File: src/rtl/agcm_pkg.sv
package agcm_pkg;

  localparam logic [3:0] ROUND_COUNT = 4'd10;

  typedef logic [127:0] block_t;

  typedef enum logic {
    KIND_DATA   = 1'b0,
    KIND_FINISH = 1'b1
  } kind_t;

  localparam logic [2:0] REG_KEY_HIGH = 3'd0;
  localparam logic [2:0] REG_KEY_LOW  = 3'd1;
  localparam logic [2:0] REG_IV_HIGH  = 3'd2;
  localparam logic [2:0] REG_IV_LOW   = 3'd3;

  localparam logic [127:0] GHASH_POLY = {8'he1, 120'd0};
  localparam logic [7:0]   RCON_INIT  = 8'h01;

  // Control group from the sequencer to the AES core.
  typedef struct packed {
    logic   start;
    block_t din;
  } aes_req_t;

  // Control group from the sequencer to the GHASH multiplier.
  typedef struct packed {
    logic   start;
    block_t x;
    block_t h;
  } gh_req_t;

  function automatic logic [7:0] xtime(input logic [7:0] v);
    xtime = {v[6:0], 1'b0} ^ (v[7] ? 8'h1b : 8'h00);
  endfunction

  function automatic logic [7:0] sbox(input logic [7:0] a);
    logic [7:0] t [256];
    t = '{
      8'h63,8'h7c,8'h77,8'h7b,8'hf2,8'h6b,8'h6f,8'hc5,8'h30,8'h01,8'h67,8'h2b,8'hfe,8'hd7,8'hab,8'h76,
      8'hca,8'h82,8'hc9,8'h7d,8'hfa,8'h59,8'h47,8'hf0,8'had,8'hd4,8'ha2,8'haf,8'h9c,8'ha4,8'h72,8'hc0,
      8'hb7,8'hfd,8'h93,8'h26,8'h36,8'h3f,8'hf7,8'hcc,8'h34,8'ha5,8'he5,8'hf1,8'h71,8'hd8,8'h31,8'h15,
      8'h04,8'hc7,8'h23,8'hc3,8'h18,8'h96,8'h05,8'h9a,8'h07,8'h12,8'h80,8'he2,8'heb,8'h27,8'hb2,8'h75,
      8'h09,8'h83,8'h2c,8'h1a,8'h1b,8'h6e,8'h5a,8'ha0,8'h52,8'h3b,8'hd6,8'hb3,8'h29,8'he3,8'h2f,8'h84,
      8'h53,8'hd1,8'h00,8'hed,8'h20,8'hfc,8'hb1,8'h5b,8'h6a,8'hcb,8'hbe,8'h39,8'h4a,8'h4c,8'h58,8'hcf,
      8'hd0,8'hef,8'haa,8'hfb,8'h43,8'h4d,8'h33,8'h85,8'h45,8'hf9,8'h02,8'h7f,8'h50,8'h3c,8'h9f,8'ha8,
      8'h51,8'ha3,8'h40,8'h8f,8'h92,8'h9d,8'h38,8'hf5,8'hbc,8'hb6,8'hda,8'h21,8'h10,8'hff,8'hf3,8'hd2,
      8'hcd,8'h0c,8'h13,8'hec,8'h5f,8'h97,8'h44,8'h17,8'hc4,8'ha7,8'h7e,8'h3d,8'h64,8'h5d,8'h19,8'h73,
      8'h60,8'h81,8'h4f,8'hdc,8'h22,8'h2a,8'h90,8'h88,8'h46,8'hee,8'hb8,8'h14,8'hde,8'h5e,8'h0b,8'hdb,
      8'he0,8'h32,8'h3a,8'h0a,8'h49,8'h06,8'h24,8'h5c,8'hc2,8'hd3,8'hac,8'h62,8'h91,8'h95,8'he4,8'h79,
      8'he7,8'hc8,8'h37,8'h6d,8'h8d,8'hd5,8'h4e,8'ha9,8'h6c,8'h56,8'hf4,8'hea,8'h65,8'h7a,8'hae,8'h08,
      8'hba,8'h78,8'h25,8'h2e,8'h1c,8'ha6,8'hb4,8'hc6,8'he8,8'hdd,8'h74,8'h1f,8'h4b,8'hbd,8'h8b,8'h8a,
      8'h70,8'h3e,8'hb5,8'h66,8'h48,8'h03,8'hf6,8'h0e,8'h61,8'h35,8'h57,8'hb9,8'h86,8'hc1,8'h1d,8'h9e,
      8'he1,8'hf8,8'h98,8'h11,8'h69,8'hd9,8'h8e,8'h94,8'h9b,8'h1e,8'h87,8'he9,8'hce,8'h55,8'h28,8'hdf,
      8'h8c,8'ha1,8'h89,8'h0d,8'hbf,8'he6,8'h42,8'h68,8'h41,8'h99,8'h2d,8'h0f,8'hb0,8'h54,8'hbb,8'h16};
    sbox = t[a];
  endfunction

endpackage

File: src/rtl/agcm_ghash.sv
// GF(2^128) multiply, eight bits of H per cycle.
module agcm_ghash (
  input  logic               clk,
  input  logic               rst_n,
  input  agcm_pkg::gh_req_t  req,
  output logic               done,
  output agcm_pkg::block_t   z
);

  logic             busy_r;
  logic [3:0]       cnt_r;
  logic             done_r;
  logic [127:0]     v_r, z_r, h_r;
  logic [127:0]     v_n, z_n;

  always_comb begin
    v_n = v_r;
    z_n = z_r;
    for (int i = 0; i < 8; i++) begin
      if (h_r[127 - i]) begin
        z_n = z_n ^ v_n;
      end
      v_n = {1'b0, v_n[127:1]} ^ (v_n[0] ? agcm_pkg::GHASH_POLY : '0);
    end
  end

  always_ff @(posedge clk) begin
    if (!rst_n) begin
      busy_r <= 1'b0;
      done_r <= 1'b0;
      cnt_r  <= '0;
    end else begin
      done_r <= 1'b0;
      if (req.start && !busy_r) begin
        busy_r <= 1'b1;
        cnt_r  <= '0;
        v_r    <= req.x;
        h_r    <= req.h;
        z_r    <= '0;
      end else if (busy_r) begin
        v_r   <= v_n;
        z_r   <= z_n;
        h_r   <= {h_r[119:0], 8'd0};
        cnt_r <= cnt_r + 4'd1;
        if (cnt_r == 4'd15) begin
          busy_r <= 1'b0;
          done_r <= 1'b1;
        end
      end
    end
  end

  assign done = done_r;
  assign z    = z_r;

endmodule

File: config.mk
export PLATFORM = sky130hd
export DESIGN_NAME = agcm_ghash
export DESIGN_NICKNAME = d
export VERILOG_FILES = /design/src/rtl/agcm_pkg.sv /design/src/rtl/agcm_ghash.sv
export SDC_FILE = /design/constraint.sdc
export NUM_CORES = 2
export LEC_CHECK = 0
export ABC_AREA = 1
export BUFFER_PORTS_ARGS = -buffer_cell sky130_fd_sc_hd__buf_4
export CAP_MARGIN = 20
export CORE_ASPECT_RATIO = 0.8
export CORE_MARGIN = 2
export CORE_UTILIZATION = 36
export DETAILED_ROUTE_END_ITERATION = 12
export GPL_TIMING_DRIVEN = 0
export HOLD_SLACK_MARGIN = 0.06
export SLEW_MARGIN = 20
export SYNTH_ARGS = -nofsm -noshare
export SYNTH_HDL_FRONTEND = slang
export SYNTH_SLANG_ARGS = --single-unit
File: constraint.sdc
create_clock -name clk -period 17.6 [get_ports clk]
set_input_delay 0 -clock clk [delete_from_list [all_inputs] [get_ports clk]]
set_output_delay 0 -clock clk [all_outputs]
set_load 0.005 [all_outputs]
---- Word level (Yosys, flattened, before mapping) ----
Cells that the tools add are included.
storage, ports and cells
  bits in registers ....................... 390
  bits in latches ......................... 0
  RAM bits ................................ 0
  ROM bits ................................ 0
  word-level logic and storage cells ...... 57
  memories kept ........................... 0
cells by class
  $add $sub $neg .......................... 1
  multiply operators ...................... 0
  div/mod/pow operators ................... 0
  order comparisons ....................... 0
  equal/unequal tests ..................... 1
  shift-type cells ........................ 0
  mux-type cells .......................... 25
  bitwise logic cells ..................... 18
  reduce and logical (&&, ||, !) cells .... 6
operators by type and width
  kind                                          number
  2-to-1 mux 128 bit                            21
  bitwise XOR 127 x 128 -> 128 bit              8
  bitwise XOR 128 bit                           8
  adder 4 x 1 -> 4 bit (second input constant)  1
  equality test 4 bit (second input constant)   1
  2-to-1 mux 1 bit                              4
  OR reduction 3 bit                            1
  inverter 1 bit                                2
  AND reduction 2 bit                           1
  nonzero test 2 bit                            1
  OR reduction 2 bit                            1
  logical AND 1 bit                             1
  zero test 1 bit                               1

---- Longest topological paths before layout ----
  word-level depth ........................ 18
  gate-level depth with buffers ........... 16

---- Worst setup path before layout ----
OpenSTA, ideal clock, no wires.
  path type ............................... register to register
  start ................................... reg busy_r
  end ..................................... reg h_r[0], enable pin
  setup time .............................. 1.138 ns
  arrival time ............................ 16.527 ns
  required time ........................... 16.462 ns
  slack ................................... -0.065 ns
  stages on the path, launching flop included .. 4
  path buffers ............................ 1
  period minus slack after synthesis ...... 17.665 ns
  cell sequence ........................... dfxtp_1 clkbuf_1 nor2_1 nor2_1
on the way
  cells in the longest elaborated chain, start to end .. 4
ends and longest elaborated chain
  item                               line              RTL
  from (decl)                        agcm_ghash.sv:10  logic busy_r;
  from (signal assigned)             agcm_ghash.sv:29  busy_r <= 1'b0;
  from (signal assigned)             agcm_ghash.sv:35  busy_r <= 1'b1;
  from (signal assigned)             agcm_ghash.sv:46  busy_r <= 1'b0;
  zero test 1 bit                    agcm_ghash.sv:34  if (req.start && !busy_r) begin
  logical AND 1 bit                  agcm_ghash.sv:34
  nonzero test 2 bit (no line) (*)   --
  AND reduction 2 bit (no line) (*)  --
  to (signal assigned)               agcm_ghash.sv:38  h_r <= req.h;
  to (signal assigned)               agcm_ghash.sv:43  h_r <= {h_r[119:0], 8'd0};
  to (decl)                          agcm_ghash.sv:13  logic [127:0] v_r, z_r, h_r;
Every way passes the cells marked *; elsewhere a longest branch is shown, timed or not.
A chain may end at the register's enable or synchronous reset.

---- Worst setup path in the final report ----
  start ................................... reg busy_r
  end ..................................... reg z_r[99], in the netlist z[99] (data pin)
on the way
  cells in the longest elaborated chain, start to end .. 2
ends and longest elaborated chain
  item                  line              RTL
  zero test 1 bit       agcm_ghash.sv:34
  logical AND 1 bit     agcm_ghash.sv:34
  to (signal assigned)  agcm_ghash.sv:42  z_r <= z_n;
  to (decl)             agcm_ghash.sv:13
No other way between the ends.

==> summary.md <==
| Metric | Value |
|---|---|
| Status | `complete, no violations` |
| Peak VDD IR | `0.0536 mV` |
| Clock Latency Late Sink | `0.61 ns` |
| CTS clk-pin slew, worst paths | `0.06 ns` |
| Initial antenna violation count | `12` |
| Unrepaired setup endpoints after global routing | `false` |
| Worst hold path type | `primary input to register` |
| Mapped Area | `30200 sq um` |
| First-pass GRT wire length | `161 mm` |
| Final WS setup | `14.54 ns` |
| Synth top area cells | `edfxtp_1 38%, nand2_1 23%, xnor2_1 17%` |
| Detail Placement HPWL | `72.7 mm` |
| Yosys reg bits | `390` |
| Crit path required time | `17.96 ns` |
| Die Wd | `328 um` |
| CTS tree | `yes` |
| Ys async rst share | `0` |
| WP buf/inv | `3` |
| Final wirelength | `106 mm` |
| Arr. time, crit path | `3.42 ns` |
| Die height | `263 um` |
| Post-synth EDFFs | `384` |
| Sequential area share after synthesis | `0.386` |
| Routed wl met2 | `just under 50 mm` |
| Gr usage total | `0.239` |
| Worst Setup End Kind | `register` |
| Yosys warnings | `0` |
| Worst slack, placed | `14.53 ns` |
| Routed vias/inst | `between 4 and 5` |
| 1st-iter DRT viols | `around 2400` |
| Placer Congestion | `approximately 0.9` |
| Largest net degree at the start of global routing | `29` |
| Layout cells sized above 1 | `0.135` |
| Total number of vias | `27900` |
| Final Cycle Share | `0.174` |
| Design area | `39100 sq um` |
| Relative slew slack | `0.292` |
| Slowest Stage Delay on Critical Path | `0.85 ns` |
| Post-synth cell types | `31` |
| CP max-delay cell | `nor2_2` |
| CORE AREA | `about 83000 sq um` |
| CTS H-tree depth | `2` |
| # IOs | `388` |
| Reg-to-reg endpoint | `z[99]` |
| Finished Core Util | `0.473` |
| Vias in the first global route | `27000` |
| Avg WL per Cell | `18.3 um` |
| Max FO, Critical Path | `10` |
| Met1 Wirelength | `45.7 mm` |
| Overflow after GRT | `0` |
| DRT Pass-1 Iters | `5` |
| Worst r2r src | `busy_r` |
| Synthesized Nets | `4167` |
| Avg Cell Area, Syn | `7.73 sq um` |
| CTS Sinks | `a little under 400` |
| Max Cap Viol | `0` |
| CP most frequent cell | `clkbuf_1` |
| Post-route DRC | `0` |
| Clock Tree Buf Depth | `3` |
| Commonest non-fill, non-tap cell in the layout | `nand2_1` |
| Worst setup SP type | `register` |
| Slew Limit Fails | `0` |
| Commonest cells after routing, fill and taps aside | `1819 x nand2_1, 603 x xnor2_1, 413 x buf_4` |
| Antenna viol nets, final | `0` |
| Rows | `94` |
| Worst Tran Pin Value | `1.06 ns` |
| Worst R2R Setup Slack | `14.54 ns` |
| Power Density | `91.8 nW/um^2` |
| Crit Path Class | `register to register` |
| Dominant cell type by area after synthesis | `edfxtp_1` |
| DIE AREA | `86200 sq um` |
| Post-CTS Setup Inserts | `0` |
| CTS root buf | `clkbuf_16` |
| Top sig layer | `met5` |
| Layout net count | `around 5000` |
| FF-to-FF path depth | `6` |
| Share of the synthesized area in the top cell type | `0.382` |
| Hold Path End | `h_r[11]` |
| Skew final | `around 0.02 ns` |
| Placed cell area | `34900 sq um` |
| F_max | `326 MHz` |
| Worst hold path depth | `4` |
| Post-layout min period | `~3.1 ns` |
| LEAKAGE | `16.4 nW` |
| Starting Density | `0.365` |
| Setup-failing EPs final | `0` |
| Cts bufs inserted | `47` |
| Metal3 WL | `7.83 mm` |
| Worst path top cell family by delay | `buffers and inverters` |
| IO buf count | `~390` |
| Critical hold path startpoint | `req[11]` |
| Setup TNS | `0 ns` |
| Synth Flop Type | `edfxtp_1` |
| Area Overhead vs Synth | `29.4%` |
| Mapped Cells | `3907` |
| Crit path cell chain | `clkbuf_1 -> nor2_2 -> clkbuf_1 -> buf_1 -> a21oi_1 -> o21a_1` |
| Final hold viol count | `0` |
-- how the worst max path moves through the flow --
| stage | from | end | slack (ns) | depth (start not counted) |
|---|---|---|---|---|
| 2_1_floorplan | busy_r | h_r[0] | 6.46 | 3 |
| 3_3_place_gp | busy_r | v_r[33] | 1.03 | 3 |
| 3_5_place_dp | busy_r | z[99] | 14.53 | 6 |
| 4_1_cts | busy_r | z[106] | 14.53 | 6 |
| 5_1_grt | busy_r | z[110] | 14.44 | 6 |
| 6_report | busy_r | z[99] | 14.54 | 6 |
-- through the flow --
step / hold slack, ns / cells / power [mW]
finish: 0.204 / 5766 / 3.59
global route: 0.198 / 5766 / 3.78
CTS: 0.170 / 5760 / 3.60
detailed placement: 0.274 / 5416 / 2.52
global placement: 0.271 / 5398 / 2.51
floorplan: 0.158 / 3907 / 2.16
-- flip-flops by register name, indices dropped and copies added (netlist names) --
name    cells
busy_r      1
cnt_r       4
done        1
h_r       128
v_r       128
z         128
-- per-layer routing --
metal	up-vias	track usage
met5	-	0
met4	8	0.0647
met2	997	0.394
li1	13600	-
met3	153	0.0408
met1	13100	0.321
-- area by class of cell --
class                      count  area (sq um)
fill                        7976         43600
timing repair buffer         663          5910
clock inverter                24           284
inverter                      77           289
tap                         1104          1380
antenna                        6          15.0
sequential                   390         11700
multi-input combinational   3132         16800
buffer                       308          1450
clock buffer                  62          1270
-- worst register-to-register path, stage by stage, from the launching register on --
cell      delay (ns)
dfxtp_1         0.29
clkbuf_1        0.18
nor2_2          0.85
clkbuf_1        0.73
buf_1           0.53
a21oi_1         0.11
o21a_1          0.14
-- where the power goes --
part           internal (mW)  switching, mW
combinational          0.602          0.723
clock                  0.597          0.422
sequential              1.17         0.0694
total                   2.37           1.21
-- cells in the mapped netlist (4+ instances only) --
| cell type | number |
|---|---|
| nand2_1 | 1819 |
| xnor2_1 | 603 |
| edfxtp_1 | 384 |
| xor2_1 | 261 |
| a21oi_1 | 130 |
| clkbuf_1 | 106 |
| nor2_1 | 103 |
| buf_2 | 100 |
| nand3_1 | 81 |
| inv_1 | 75 |
| o21a_1 | 72 |
| buf_1 | 67 |
| buf_4 | 26 |
| o21ai_0 | 25 |
| nand2_2 | 10 |
| buf_6 | 9 |
| dfxtp_1 | 6 |
| xnor2_2 | 6 |
| nand3b_1 | 4 |
| nand4_1 | 4 |
-- repair_timing --
action	in CTS	in global routing
hold endpoints to repair	276	0
hold buffers	258	0
gates resized for setup	0	0
-- kinds of logic after synthesis --
kind of cell             after synthesis  share of synthesized area
AND/OR/NAND/NOR                     2030                      0.258
XOR/XNOR                             870                      0.254
flip-flops                           390                      0.386
buffers and inverters                385                     0.0575
AO/OA/AOI/OAI                        231                     0.0445
adder cells (fa/ha/maj)                1                   0.000414
No activity file was read; power rests on OpenSTA's default activity.
